==> src/rtl/assert_macros.svh <==
// ----------------------------------------------------------------------------
// Assertion macros
// Clocked property checks on clk, quiet while rst_n is low.
// ----------------------------------------------------------------------------
`ifndef ASSERT_MACROS_SVH
`define ASSERT_MACROS_SVH
`ifndef ASSERT_OFF
`define ASSERT_PROP(lbl, prop, msg) \
  lbl: assert property (@(posedge clk) disable iff (!rst_n) prop) else $error(msg);
`define ASSERT_NEVER(lbl, expr, msg) \
  lbl: assert property (@(posedge clk) disable iff (!rst_n) !(expr)) else $error(msg);
`else
`define ASSERT_PROP(lbl, prop, msg)
`define ASSERT_NEVER(lbl, expr, msg)
`endif
`endif

==> src/rtl/mcs_pkg.sv <==
// ----------------------------------------------------------------------------
// mcs_pkg
// Types, codes and constants shared by the motion command segmenter.
// ----------------------------------------------------------------------------
`timescale 1ns / 1ps

package mcs_pkg;

  localparam int MAX_SEGMENTS = 62;
  localparam int SEC_W        = $clog2(MAX_SEGMENTS + 1);
  localparam int CFG_W        = 48;
  localparam int DIV_W        = 48;
  localparam int DIV_CNT_W    = $clog2(DIV_W + 1);
  localparam int ROOT_STEPS   = 32;
  localparam int CNT_W        = $clog2(ROOT_STEPS);

  localparam logic [15:0] DEFAULT_FEED = 16'd3000;
  localparam logic [31:0] PAUSE_HEIGHT = 32'd1638400;

  // Configuration register indexes.
  localparam logic [1:0] CFG_MAX_R2 = 2'd0;
  localparam logic [1:0] CFG_MAX_H  = 2'd1;
  localparam logic [1:0] CFG_MIN_H  = 2'd2;
  localparam logic [1:0] CFG_SEG_T  = 2'd3;

  // Result kinds.
  localparam logic [3:0] KIND_MOVE   = 4'd0;
  localparam logic [3:0] KIND_TOOL   = 4'd1;
  localparam logic [3:0] KIND_SETE   = 4'd2;
  localparam logic [3:0] KIND_FAN    = 4'd3;
  localparam logic [3:0] KIND_LASER  = 4'd4;
  localparam logic [3:0] KIND_HEATER = 4'd5;
  localparam logic [3:0] KIND_PAUSE  = 4'd6;
  localparam logic [3:0] KIND_DWELL  = 4'd7;
  localparam logic [3:0] KIND_HOME   = 4'd8;
  localparam logic [3:0] KIND_RANGE  = 4'd9;
  localparam logic [3:0] KIND_MULTI  = 4'd10;

  // Channels.
  localparam logic [1:0] CH_MAIN  = 2'd0;
  localparam logic [1:0] CH_HEAD  = 2'd1;
  localparam logic [1:0] CH_BLOCK = 2'd2;
  localparam logic [1:0] CH_PAUSE = 2'd3;

  // Control codes without the move bit.
  localparam logic [7:0] CODE_HOME     = 8'd1;
  localparam logic [7:0] CODE_ABSOLUTE = 8'd2;
  localparam logic [7:0] CODE_RELATIVE = 8'd3;
  localparam logic [7:0] CODE_PAUSE_H  = 8'd5;
  localparam logic [7:0] CODE_PAUSE_0  = 8'd6;
  localparam logic [7:0] CODE_PAUSE_A  = 8'd7;

  typedef struct packed {
    logic [7:0]         mode;
    logic [15:0]        feed_value;
    logic signed [31:0] pos_x;
    logic signed [31:0] pos_y;
    logic signed [31:0] pos_z;
    logic signed [31:0] extruder_value;
    logic signed [31:0] aux_value;
  } in_word_t;

  typedef struct packed {
    logic [3:0]         kind;
    logic [1:0]         channel;
    logic [15:0]        feed_out;
    logic signed [31:0] out_x;
    logic signed [31:0] out_y;
    logic signed [31:0] out_z;
    logic signed [31:0] out_e;
    logic [4:0]         field_mask;
    logic [2:0]         index;
    logic signed [31:0] value;
    logic               last;
  } out_word_t;

  typedef enum logic [3:0] {
    ST_IDLE, ST_DECODE, ST_RAD2, ST_CHECK, ST_TOOL, ST_SETE, ST_PLAN, ST_SQ,
    ST_ROOT, ST_SCALE, ST_SEG_GO, ST_SEG_WAIT, ST_AX_GO, ST_AX_WAIT, ST_POINT,
    ST_FINAL
  } ctrl_state_t;

  typedef enum logic [3:0] {
    OP_NONE, OP_ACCEPT, OP_PREP, OP_RAD2, OP_MODE, OP_TOOL, OP_DELTA, OP_SQ,
    OP_ROOT, OP_SCALE, OP_SEG_GO, OP_SEG_LATCH, OP_AX_GO, OP_AX_LATCH,
    OP_POINT, OP_FINAL
  } dp_op_t;

  typedef enum logic [2:0] {
    REC_SINGLE, REC_ERR_RANGE, REC_ERR_MULTI, REC_TOOL, REC_SETE, REC_POINT,
    REC_FINAL
  } rec_sel_t;

  typedef struct packed {
    dp_op_t     op;
    rec_sel_t   rec;
    logic       emit;
    logic [1:0] sel;
  } dp_cmd_t;

  typedef struct packed {
    logic is_move;
    logic has_single;
    logic illegal;
    logic multi;
    logic tool_chg;
    logic any_known;
    logic div_done;
    logic sec_gt1;
    logic pts_done;
    logic out_free;
  } dp_sts_t;

endpackage

==> src/rtl/mcs_ctrl.sv <==
// ----------------------------------------------------------------------------
// mcs_ctrl
// Sequencer: steps one command through checks, length, division and points.
// ----------------------------------------------------------------------------
`timescale 1ns / 1ps

module mcs_ctrl import mcs_pkg::*; (
  input  logic    clk,
  input  logic    rst_n,
  input  logic    in_valid,
  output logic    in_stall,
  input  dp_sts_t sts,
  output dp_cmd_t cmd
);

  ctrl_state_t      state_r, state_nxt;
  logic [CNT_W-1:0] cnt_r, cnt_nxt;

  always_ff @(posedge clk) begin
    if (!rst_n) begin
      state_r <= ST_IDLE;
      cnt_r   <= '0;
    end else begin
      state_r <= state_nxt;
      cnt_r   <= cnt_nxt;
    end
  end

  always_comb begin
    state_nxt = state_r;
    cnt_nxt   = cnt_r;
    cmd.op    = OP_NONE;
    cmd.rec   = REC_SINGLE;
    cmd.emit  = 1'b0;
    cmd.sel   = cnt_r[1:0];
    unique case (state_r)
      ST_IDLE: begin
        if (in_valid) begin
          cmd.op    = OP_ACCEPT;
          state_nxt = ST_DECODE;
        end
      end
      ST_DECODE: begin
        if (sts.is_move) begin
          cmd.op    = OP_PREP;
          state_nxt = ST_RAD2;
        end else if (!sts.has_single) begin
          cmd.op    = OP_MODE;
          state_nxt = ST_IDLE;
        end else if (sts.out_free) begin
          cmd.emit  = 1'b1;
          state_nxt = ST_IDLE;
        end
      end
      ST_RAD2: begin
        cmd.op    = OP_RAD2;
        state_nxt = ST_CHECK;
      end
      ST_CHECK: begin
        if (sts.illegal || sts.multi) begin
          cmd.rec = sts.illegal ? REC_ERR_RANGE : REC_ERR_MULTI;
          if (sts.out_free) begin
            cmd.emit  = 1'b1;
            state_nxt = ST_IDLE;
          end
        end else begin
          state_nxt = sts.tool_chg ? ST_TOOL : ST_PLAN;
        end
      end
      ST_TOOL: begin
        cmd.rec = REC_TOOL;
        if (sts.out_free) begin
          cmd.emit  = 1'b1;
          state_nxt = ST_SETE;
        end
      end
      ST_SETE: begin
        cmd.rec = REC_SETE;
        if (sts.out_free) begin
          cmd.emit  = 1'b1;
          cmd.op    = OP_TOOL;
          state_nxt = ST_PLAN;
        end
      end
      ST_PLAN: begin
        cmd.op    = OP_DELTA;
        cnt_nxt   = '0;
        state_nxt = sts.any_known ? ST_SQ : ST_FINAL;
      end
      ST_SQ: begin
        cmd.op = OP_SQ;
        if (cnt_r == CNT_W'(2)) begin
          cnt_nxt   = '0;
          state_nxt = ST_ROOT;
        end else begin
          cnt_nxt = cnt_r + 1'b1;
        end
      end
      ST_ROOT: begin
        cmd.op  = OP_ROOT;
        cnt_nxt = cnt_r + 1'b1;
        if (cnt_r == CNT_W'(ROOT_STEPS - 1)) state_nxt = ST_SCALE;
      end
      ST_SCALE: begin
        cmd.op    = OP_SCALE;
        state_nxt = ST_SEG_GO;
      end
      ST_SEG_GO: begin
        cmd.op    = OP_SEG_GO;
        state_nxt = ST_SEG_WAIT;
      end
      ST_SEG_WAIT: begin
        if (sts.div_done) begin
          cmd.op    = OP_SEG_LATCH;
          cnt_nxt   = '0;
          state_nxt = ST_AX_GO;
        end
      end
      ST_AX_GO: begin
        if (!sts.sec_gt1) begin
          state_nxt = ST_FINAL;
        end else begin
          cmd.op    = OP_AX_GO;
          state_nxt = ST_AX_WAIT;
        end
      end
      ST_AX_WAIT: begin
        if (sts.div_done) begin
          cmd.op  = OP_AX_LATCH;
          cnt_nxt = cnt_r + 1'b1;
          state_nxt = (cnt_r == CNT_W'(3)) ? ST_POINT : ST_AX_GO;
        end
      end
      ST_POINT: begin
        cmd.rec = REC_POINT;
        if (sts.pts_done) begin
          state_nxt = ST_FINAL;
        end else if (sts.out_free) begin
          cmd.emit = 1'b1;
          cmd.op   = OP_POINT;
        end
      end
      ST_FINAL: begin
        cmd.rec = REC_FINAL;
        if (sts.out_free) begin
          cmd.emit  = 1'b1;
          cmd.op    = OP_FINAL;
          state_nxt = ST_IDLE;
        end
      end
      default: state_nxt = ST_IDLE;
    endcase
  end

  assign in_stall = (state_r != ST_IDLE);

endmodule

==> config.mk <==
export PLATFORM = sky130hd
export DESIGN_NAME = mcs_ctrl
export DESIGN_NICKNAME = d
export VERILOG_FILES = /design/src/rtl/assert_macros.svh /design/src/rtl/mcs_pkg.sv /design/src/rtl/mcs_ctrl.sv
export SDC_FILE = /design/constraint.sdc
export NUM_CORES = 1
export LEC_CHECK = 0
export CORE_MARGIN = 3
export CORE_UTILIZATION = 30
export CTS_BUF_LIST = sky130_fd_sc_hd__clkbuf_8 sky130_fd_sc_hd__clkbuf_16
export DETAILED_ROUTE_END_ITERATION = 16
export DONT_BUFFER_PORTS = 1
export HOLD_SLACK_MARGIN = 0.02
export PLACE_DENSITY = 0.5
export SYNTH_ARGS = -nofsm -noshare
export SYNTH_HDL_FRONTEND = slang
export SYNTH_SLANG_ARGS = --single-unit
export TNS_END_PERCENT = 50
==> constraint.sdc <==
create_clock -name clk -period 3.52 [get_ports clk]
set_clock_uncertainty 0.15 [all_clocks]
set_input_delay 0.176 -clock clk [delete_from_list [all_inputs] [get_ports clk]]
set_output_delay 0.176 -clock clk [all_outputs]
set_load 0.1 [all_outputs]
==> metrics.md, run 1 <==
| Metric | Value |
|---|---|
| Worst slew margin | 39.8% |
| Total GRT Usage | 15.1% |
| Pleak | 0.462 nW |
| Status | completed |
| Final setup fails | 0 |
| Startpoint Class | flip-flop |
| Worst-margin pin slew | 901 ps |
| # rows | 21 |
| I/O Buffers | 0 |
| Post-synth EDFFs | 0 |
| Commonest non-fill, non-tap cell in the layout | nand2_1 |
| Final min period | 2760 ps |
| Max-slew violations | 0 |
| Final hold viol count | 0 |
| Clock Path Buffers | 2 |
| Critical Path RT | 3190 ps |
| Most common flop cell mapped by yosys | dfxtp_1 |
| Post-route DRC violation count | 0 |
| Clock sink count | 9 |
| Vias | 1100 |
| Number of synthesis warnings | 0 |
| I/O pin cnt | 24 |
| R2R depth | 5 |
| Most frequent cells in the layout | nand2_1 (15), a21oi_1 (12), nor2_1 (10) |
| Largest net degree at the start of global routing | 27 |
| Worst hold stages | 2 |
| Hpwl dp | 2.23 mm |
| Sequential cell area fraction in the yosys report | 16.7% |
| Clk slew on worst S/H paths | 50 ps |
| CTS buffer count | 3 |
| Ant. Diodes | 0 |
| Routed wire length per instance | 15.2 um |
| Routed Antenna Nets | 0 |
| FMAX | 0.363 GHz |
| 1st-pass router iterations | 4 |
| Syn_area_per_cell | 7.21 um2 |
| Worst vdd ir | 0.000174 V |
| Post-synth cell types | 52 |
| Critical Path Fanout Max | 26 |
| Die W | 66.0 um |
| Final setup TNS | 0 ps |
| Die area | 4360 um2 |
| Root Buffer | clkbuf_8 |
| Area grow syn2layout | 13.7% |
| Mapped Cells | 150 |
| Synthesized area | 1080 um2 |
| Initial Utilization | 31.6% |
| DP Worst Slack | 1060 ps |
| Sequential cell area | 180 um2 |
| WP data arrival | 2430 ps |
| Iter 0 DRT Violations | 133 |
| Unrepaired setup endpoints after global routing | no |
| First-pass GRT wire length | 5.29 mm |
| Vias in the first global route | 1067 |
| GRT overflow | 0 |
| Later-pin clock latency in the skew report | 230 ps |
| Power Dens Cells | 318 nW/um2 |
| WP depth | 6 |
| Tightest Hold Check Type | in2reg |
| Synthesized flop and latch total | 9 |
| Layout cell share with drive strength beyond 1 | 21.6% |
| Vias per Instance | 5.53 |
| Worst Path Buf+Inv | 2 |
| Max Cap Viol | 0 |
| Post-Syn Nets | 166 |
| Multi-input gate area | 828 um2 |
| Critical path capture point type | primary output |
| Final wirelength | 3.02 mm |
| Gpl congestion | 0.801 |
| Initial antenna violation count | 0 |
| Critical-path top delay cell | dfxtp_1 |
| FILL cells | 377 |
| Crit-path leading delay family | flip-flops |
| # H-tree levels | 1 |
| Ys async rst share | 0% |
| CP cell instances | inv_2, nor2_1, o21ai_0, o31a_1, o22ai_2, buf_4 |
| Period utilization | 78.3% |
| Core Area | 3420 um2 |
| # resized after CTS | 0 |
| WS Path Type | reg2out |
| CTS tree | yes |
| CP peak stage delay | 900 ps |
| NumNets Final | 170 |
| Worst Slack Setup Final | 763 ps |
| Chip height | 66.0 um |
cells by family after synthesis:
logic type	synth area share, %
AND/OR/NAND/NOR	32.5
flip-flops	16.7
adder cells (fa/ha/maj)	3.47
multiplexers	4.86
AO/OA/AOI/OAI	31.8
buffers and inverters	9.84
XOR/XNOR	0.810
stage by stage:
step	util, %	instances	area, um2	hold slack, ps	total power [mW]
5_1_grt	36.0	199	1230	118	0.415
3_5_place_dp	34.1	193	1160	139	0.276
6_report	36.0	199	1230	72.1	0.391
2_1_floorplan	-	150	1080	164	0.246
4_1_cts	36.0	199	1230	71.7	0.394
3_3_place_gp	34.1	193	1160	145	0.276
area by class of cell:
class                           count  share of cell area (%)
Clock inverter                      1                   0.305
Inverter                            8                    2.44
Clock buffer                        3                    3.36
Timing Repair Buffer               11                    7.13
Sequential cell                     9                    14.7
Tap cell                           46                    4.68
Multi-Input combinational cell    121                    67.4
registers in the layout, summed over array words and instances, names as in the netlist:
signal	flops
state_r	4
cnt_r	5
report_power, final:
| part | internal, mW | switching, mW |
|---|---|---|
| clock network | 0.0758 | 0.0389 |
| logic | 0.0473 | 0.110 |
| registers | 0.106 | 0.0138 |
| total | 0.229 | 0.163 |
layer usage:
layer	global-route usage [%]	vias up	share of wire, %
met1	21.5	507	48
li1	-	564	-
met4	3.05	0	0.27
met5	0	-	0
met3	2.89	2	4.5
met2	23.7	27	47
synthesized netlist by cell type (2+ instances only):
cell type / count / share of area (%)
nand2_1: 15 / 5.2
a21oi_1: 13 / 6.0
nor2_1: 10 / 3.5
dfxtp_1: 9 / 17
inv_1: 7 / 2.4
o21ai_0: 7 / 3.2
a31oi_1: 5 / 2.9
buf_4: 5 / 3.5
nand2b_1: 5 / 2.9
buf_2: 4 / 1.9
nand3_1: 4 / 1.9
or3_1: 4 / 2.3
a211oi_1: 3 / 2.1
ha_1: 3 / 3.5
mux2i_1: 3 / 2.8
nand4_1: 3 / 1.7
nor3_1: 3 / 1.4
o22ai_1: 3 / 1.7
o31ai_1: 3 / 2.1
or2_2: 3 / 1.7
a31o_2: 2 / 1.6
and2_1: 2 / 1.2
clkbuf_1: 2 / 0.69
mux2_2: 2 / 2.1
nand3b_1: 2 / 1.4
o21a_1: 2 / 1.4
worst paths after layout:
kind,startpoint,end,slack (ps)
hold / removal,rst_n,state_r[2],70
setup reg to reg,state_r[2],cnt_r[2],1060
setup / recovery,state_r[2],cmd[6],760
hold reg to reg,cnt_r[1],cnt_r[1],370
what timing repair did:
action	in CTS	in global routing
setup buffers	0	0
hold endpoints to repair	3	0
hold buffers	2	0
No activity file was read; power rests on OpenSTA's default activity.
==> inputs of run 2 (changes only) <==
PLACE_DENSITY = 0.51   (was 0.5)
clock period = 2.25 ns   (was 3.52 ns; I/O delays follow)
==> metrics.md, run 2 (synthesized netlist as in run 1, its figures left out) <==
| Metric | Value |
|---|---|
| Status | completed |
| Largest net degree at the start of global routing | 15 (-44%) |
| Routed wire length per instance | 15.2 um (+0.56%) |
| Max Cap Viol | 0 (unchanged) |
| Critical R2R Launch | cnt_r[1] |
| Tightest Hold Check Type | in2reg |
| FILL cells | 341 (-9.5%) |
| Critical Path Fanout Max | 12 (-54%) |
| Non-filler cells, final | 212 (+6.5%) |
| Clk slew on worst S/H paths | 40 ps (about the same) |
| Critical path capture point type | primary output |
| Vias | 1199 (+9.0%) |
| Most frequent cells in the layout | nand2_1 (15), buf_4 (15), a21oi_1 (12) |
| # rows | 21 (unchanged) |
| CTS buffer count | 3 (unchanged) |
| Startpoint Class | flip-flop |
| Crit-path leading delay family | compound AO/OA/AOI/OAI gates |
| Share of total power in sequential cells | 27.6% (-2.9 points) |
| R2r setup slk | 170 ps (-890 ps) |
| Most flop-heavy register | cnt_r |
| Later-pin clock latency in the skew report | 230 ps (about the same) |
| R2R depth | 8 (+3) |
| First-pass GRT wire length | 5.40 mm (+2.1%) |
| Routed Antenna Nets | 0 (unchanged) |
| Largest register FFs | 5 (unchanged) |
| Initial Utilization | 31.6% (unchanged) |
| WP depth | 7 (+1) |
| Die area | 4360 um2 (unchanged) |
| 1st-pass router iterations | 4 (unchanged) |
| I/O pin cnt | 24 (unchanged) |
| CP startpoint | state_r[2] |
| Clock Path Buffers | 2 (unchanged) |
| Critical Path RT | 1990 ps (-1200 ps) |
| Final instance area | 1420 um2 (+15%) |
| Combinational fraction of design power | 44.4% (+4.2 points) |
| Final setup fails | 0 (unchanged) |
| Worst slew margin | 72.5% (+33 points) |
| Power Dens Cells | 465 nW/um2 (+46%) |
| FMAX | 0.468 GHz |
| Initial antenna violation count | 0 (unchanged) |
| WP data arrival | 1870 ps (-560 ps) |
| CP peak stage delay | 390 ps (-510 ps) |
| Worst Path Buf+Inv | 2 (unchanged) |
| Die W | 66.0 um (unchanged) |
| Area grow syn2layout | 31.1% |
| Placed Area | 1350 um2 (+16%) |
| Final wirelength | 3.23 mm (+7.1%) |
| Chip height | 66.0 um (unchanged) |
| Ant. Diodes | 0 (unchanged) |
| Pleak | 0.553 nW (+20%) |
| Critical-path top delay cell | dfxtp_2 |
| WS Path Type | reg2out |
| I/O Buffers | 0 (unchanged) |
| Period utilization | 95.0% |
| Root Buffer | clkbuf_8 |
| Worst vdd ir | 0.000255 V (+47%) |
| CTS tree | yes |
| Unrepaired setup endpoints after global routing | no |
| Final hold viol count | 0 (unchanged) |
| Hpwl dp | 2.49 mm (+12%) |
| NumNets Final | 183 (+7.6%) |
| CP cell instances | buf_4, nand2_1, o21ai_0, a32oi_1, nor2_1, o221a_2, buf_12 |
| CP Capture Point | cmd[2] |
| Clock sink count | 9 (unchanged) |
| Worst-margin pin slew | 412 ps (-490 ps) |
| Final min period | 2140 ps |
| Vias in the first global route | 1096 (+2.7%) |
| Max-slew violations | 0 (unchanged) |
| Clock power frac | 28.0% (-1.3 points) |
| Pint | 0.391 mW (+71%) |
| Gpl congestion | 0.862 (+7.7%) |
| Post-CTS Setup Bufs | 0 (unchanged) |
| Dpl cells | 206 (+6.7%) |
| R2r endpoint | state_r[3] |
| Sw Share | 40.7% (-0.81 points) |
| Vias per Instance | 5.66 (+2.3%) |
| Iter 0 DRT Violations | 116 (-13%) |
| Largest regs | cnt_r x5, state_r x4 |
| # H-tree levels | 1 (unchanged) |
| Layout cell share with drive strength beyond 1 | 29.5% (+7.9 points) |
| P_sw | 0.269 mW (+65%) |
| Post-route DRC violation count | 0 (unchanged) |
| Core Area | 3420 um2 (unchanged) |
| Total GRT Usage | 15.6% (+0.54 points) |
| GRT overflow | 0 (unchanged) |
run 2: cell count changes in the layout (fill, tap and decap cells not counted), sizes merged:
cell and delta:
buf +13
run 2: worst reg2reg max path: stages (launching register included):
cell and delay [ps]:
dfxtp_1 400, ha_1 230, and3_2 190, ha_1 140
mux2i_1 60, o2bb2ai_1 150, a221oi_2 290, a31oi_1 140
a211oi_1 230
run 2: layer usage:
layer | up-vias | GRT usage [%] | routed length [um]
met5 | - | 0 | 0
met4 | 0 | 3.81 | 25
met3 | 4 | 3.91 | 260
met2 | 48 | 23.2 | 1460
met1 | 559 | 22.5 | 1480
li1 | 588 | - | -
run 2: worst min-delay path by stage:
stage	start	depth (start not counted)	slack [ps]	endpoint
after floorplan	rst_n	2	100	state_r[0]
after global placement	sts[0]	1	60	state_r[3]
after detailed placement	sts[0]	1	80	state_r[3]
after CTS	sts[4]	3	60	state_r[3]
after global routing	sts[4]	3	60	state_r[3]
final	sts[4]	3	60	state_r[3]
run 2: repair_timing:
action,4_1_cts,5_1_grt
resized for setup,2,1
endpoints found under the setup margin,1,2
hold endpoints to repair,4,0
hold buffers,2,0
run 2: power groups by stage:
stage | Combinational, mW | Sequential (mW) | Clock, mW
floorplan | 0.216 | 0.171 | 0
global placement | 0.285 | 0.183 | 0
detailed placement | 0.288 | 0.184 | 0
CTS | 0.292 | 0.181 | 0.185
global route | 0.310 | 0.184 | 0.194
finish | 0.293 | 0.182 | 0.185
run 2: cell type report:
cell class / count / area [um2] / share of cell area (%)
inverters: 8 / 30.0 / 2.12
repair buffers: 24 / 273 / 19.2
multi-input cells: 121 / 828 / 58.4
clock inverters: 1 / 3.75 / 0.265
flip-flops and latches: 9 / 184 / 13.0
clock buffers: 3 / 41.3 / 2.91
well taps: 46 / 57.6 / 4.06
run 2: metrics by stage:
stage	hold WS (ps)	utilization (%)	worst slack [ps]	power (mW)	setup TNS (ps)
CTS	58.2	41.5	47.7	0.659	0
detailed placement	76.7	39.5	190	0.472	0
finish	58.1	41.5	113	0.659	0
floorplan	101	-	-513	0.387	-1510
global placement	64.0	39.5	213	0.468	0
global route	63.6	41.5	34.2	0.688	0
==> inputs of run 3 (changes only) <==
CORE_ASPECT_RATIO = 1.5   (was not set)
PLACE_DENSITY = 0.5   (was 0.51)
SKIP_LAST_GASP = 1   (was not set)
clock period = 2.8 ns   (was 2.25 ns; I/O delays follow)
==> metrics.md, run 3 (synthesized netlist as in run 1, its figures left out) <==
| Metric | Value |
|---|---|
| Post-CTS Setup Bufs | 0 (unchanged) |
| Most flop-heavy register | cnt_r |
| Most frequent cells in the layout | nand2_1 (15), a21oi_1 (12), buf_4 (12) |
| Later-pin clock latency in the skew report | 230 ps (about the same) |
| Final core utilization | 36.1% (-5.4 points) |
| Total Power | 0.495 mW (-25%) |
| Root Buffer | clkbuf_8 |
| # resized after CTS | 0 (-2) |
| Gpl congestion | 0.810 (-6.0%) |
| Clock sink count | 9 (unchanged) |
| Clk slew on worst S/H paths | 40 ps (about the same) |
| Unrepaired setup endpoints after global routing | no |
| NumNets Final | 173 (-5.5%) |
| Vias in the first global route | 1118 (+2.0%) |
| # H-tree levels | 1 (unchanged) |
| Die area | 4370 um2 (+0.34%) |
| Final setup TNS | 0 ps (unchanged) |
| Largest net degree at the start of global routing | 17 (+2) |
| FILL cells | 391 (+15%) |
| Startpoint Class | flip-flop |
| Worst slew margin | 61.8% (-11 points) |
| FMAX | 0.413 GHz |
| Clock Path Buffers | 2 (unchanged) |
| I/O Buffers | 0 (unchanged) |
| Vias per Instance | 5.77 (+2.0%) |
| Max-slew violations | 0 (unchanged) |
| Layout cell share with drive strength beyond 1 | 23.1% (-6.4 points) |
| DP Worst Slack | 636 ps (+446 ps) |
| Initial Utilization | 31.3% (-0.30 points) |
| Max Cap Viol | 0 (unchanged) |
| Final wirelength | 3.31 mm (+2.3%) |
| CTS tree | yes |
| Ant. Diodes | 0 (unchanged) |
| Share of total power in sequential cells | 29.9% (+2.3 points) |
| Critical path capture point type | primary output |
| P_sw | 0.205 mW (-24%) |
| CTS buffer count | 3 (unchanged) |
| Iter 0 DRT Violations | 25 (-78%) |
| CTS Hold Bufs | 2 (unchanged) |
| Sw Share | 41.5% (+0.74 points) |
| Worst vdd ir | 0.000303 V (+19%) |
| # rows | 26 (+24%) |
| Chip height | 79.5 um (+20%) |
| Pint | 0.289 mW (-26%) |
| Total GRT Usage | 15.4% (-0.27 points) |
| Worst-margin pin slew | 573 ps (+161 ps) |
| GRT overflow | 0 (unchanged) |
| Area grow syn2layout | 15.3% |
| Final setup fails | 0 (unchanged) |
| Critical Path Fanout Max | 16 (+4) |
| Status | completed |
| Post-route DRC violation count | 0 (unchanged) |
| Combinational fraction of design power | 41.5% (-2.9 points) |
| Tightest Hold Check Type | in2reg |
| WS Path Type | reg2out |
| Routed Antenna Nets | 0 (unchanged) |
| First-pass GRT wire length | 5.20 mm (-3.7%) |
| Period utilization | 86.5% |
| Core Area | 3450 um2 (+0.95%) |
| Worst hold slack | 66.1 ps (+8.05 ps) |
| Pleak | 0.478 nW (-14%) |
| Initial antenna violation count | 0 (unchanged) |
| Largest register FFs | 5 (unchanged) |
| Die W | 55.0 um (-17%) |
| Final min period | 2420 ps |
| 1st-pass router iterations | 4 (unchanged) |
| Hpwl dp | 2.58 mm (+3.6%) |
| Vias | 1142 (-4.8%) |
| I/O pin cnt | 24 (unchanged) |
| Largest regs | cnt_r x5, state_r x4 |
| Worst Slack Setup Final | 378 ps (+264 ps) |
| Power Dens Cells | 397 nW/um2 (-15%) |
| Routed wire length per instance | 16.7 um (+9.5%) |
| Commonest non-fill, non-tap cell in the layout | nand2_1 |
| Final hold viol count | 0 (unchanged) |
| Clock power frac | 28.6% (+0.6 points) |
| Critical Path RT | 2510 ps (+520 ps) |
| WP data arrival | 2130 ps (+260 ps) |
[run 3: cell types whose count changed in the layout (fill, tap and decap cells not counted)]
cell / change
buf_12: -7
buf_4: -3
dfxtp_1: +3
dfxtp_2: -3
[run 3: final timing paths]
check,startpoint,endpoint,slack [ps],depth (start not counted)
hold reg to reg,cnt_r[0],cnt_r[0],380,2
setup / recovery,state_r[1],cmd[2],380,5
setup reg to reg,state_r[1],state_r[3],670,5
hold / removal,rst_n,cnt_r[1],70,2
[run 3: layer usage]
metal  GRT usage (%)  wire length (um)  vias to the layer above
met5               0                 0                        -
met4            2.43                33                        0
met3            2.99               142                        4
met2            29.6              1840                       25
met1            16.4              1290                      549
li1                -                 -                      564
[run 3: power by group through the flow]
stage	registers, mW	clock network, mW	logic [mW]
floorplan	0.137	0	0.173
global placement	0.149	0	0.202
detailed placement	0.150	0	0.202
CTS	0.147	0.146	0.205
global route	0.148	0.155	0.216
finish	0.148	0.142	0.205
[run 3: worst max-delay path: stages (launching register included)]
cell     delay [ps]
dfxtp_1         670
buf_4           270
nor3_1           80
a32oi_1         310
nor2_1           80
o221a_2         500
[run 3: layout make-up]
class	instances	area [um2]	share of cell area, %
sequential	9	180	14.5
clock inverter	1	3.75	0.301
clock buffer	3	41.3	3.31
multi-input combinational	121	828	66.5
inverter	8	30.0	2.41
timing repair buffer	14	110	8.84
tap	42	52.6	4.22
[run 3: metrics by stage]
step / cells / cell area [um2]
after floorplan: 150 / 1090
after global placement: 192 / 1180
after detailed placement: 192 / 1180
after CTS: 198 / 1250
after global routing: 198 / 1250
final: 198 / 1250
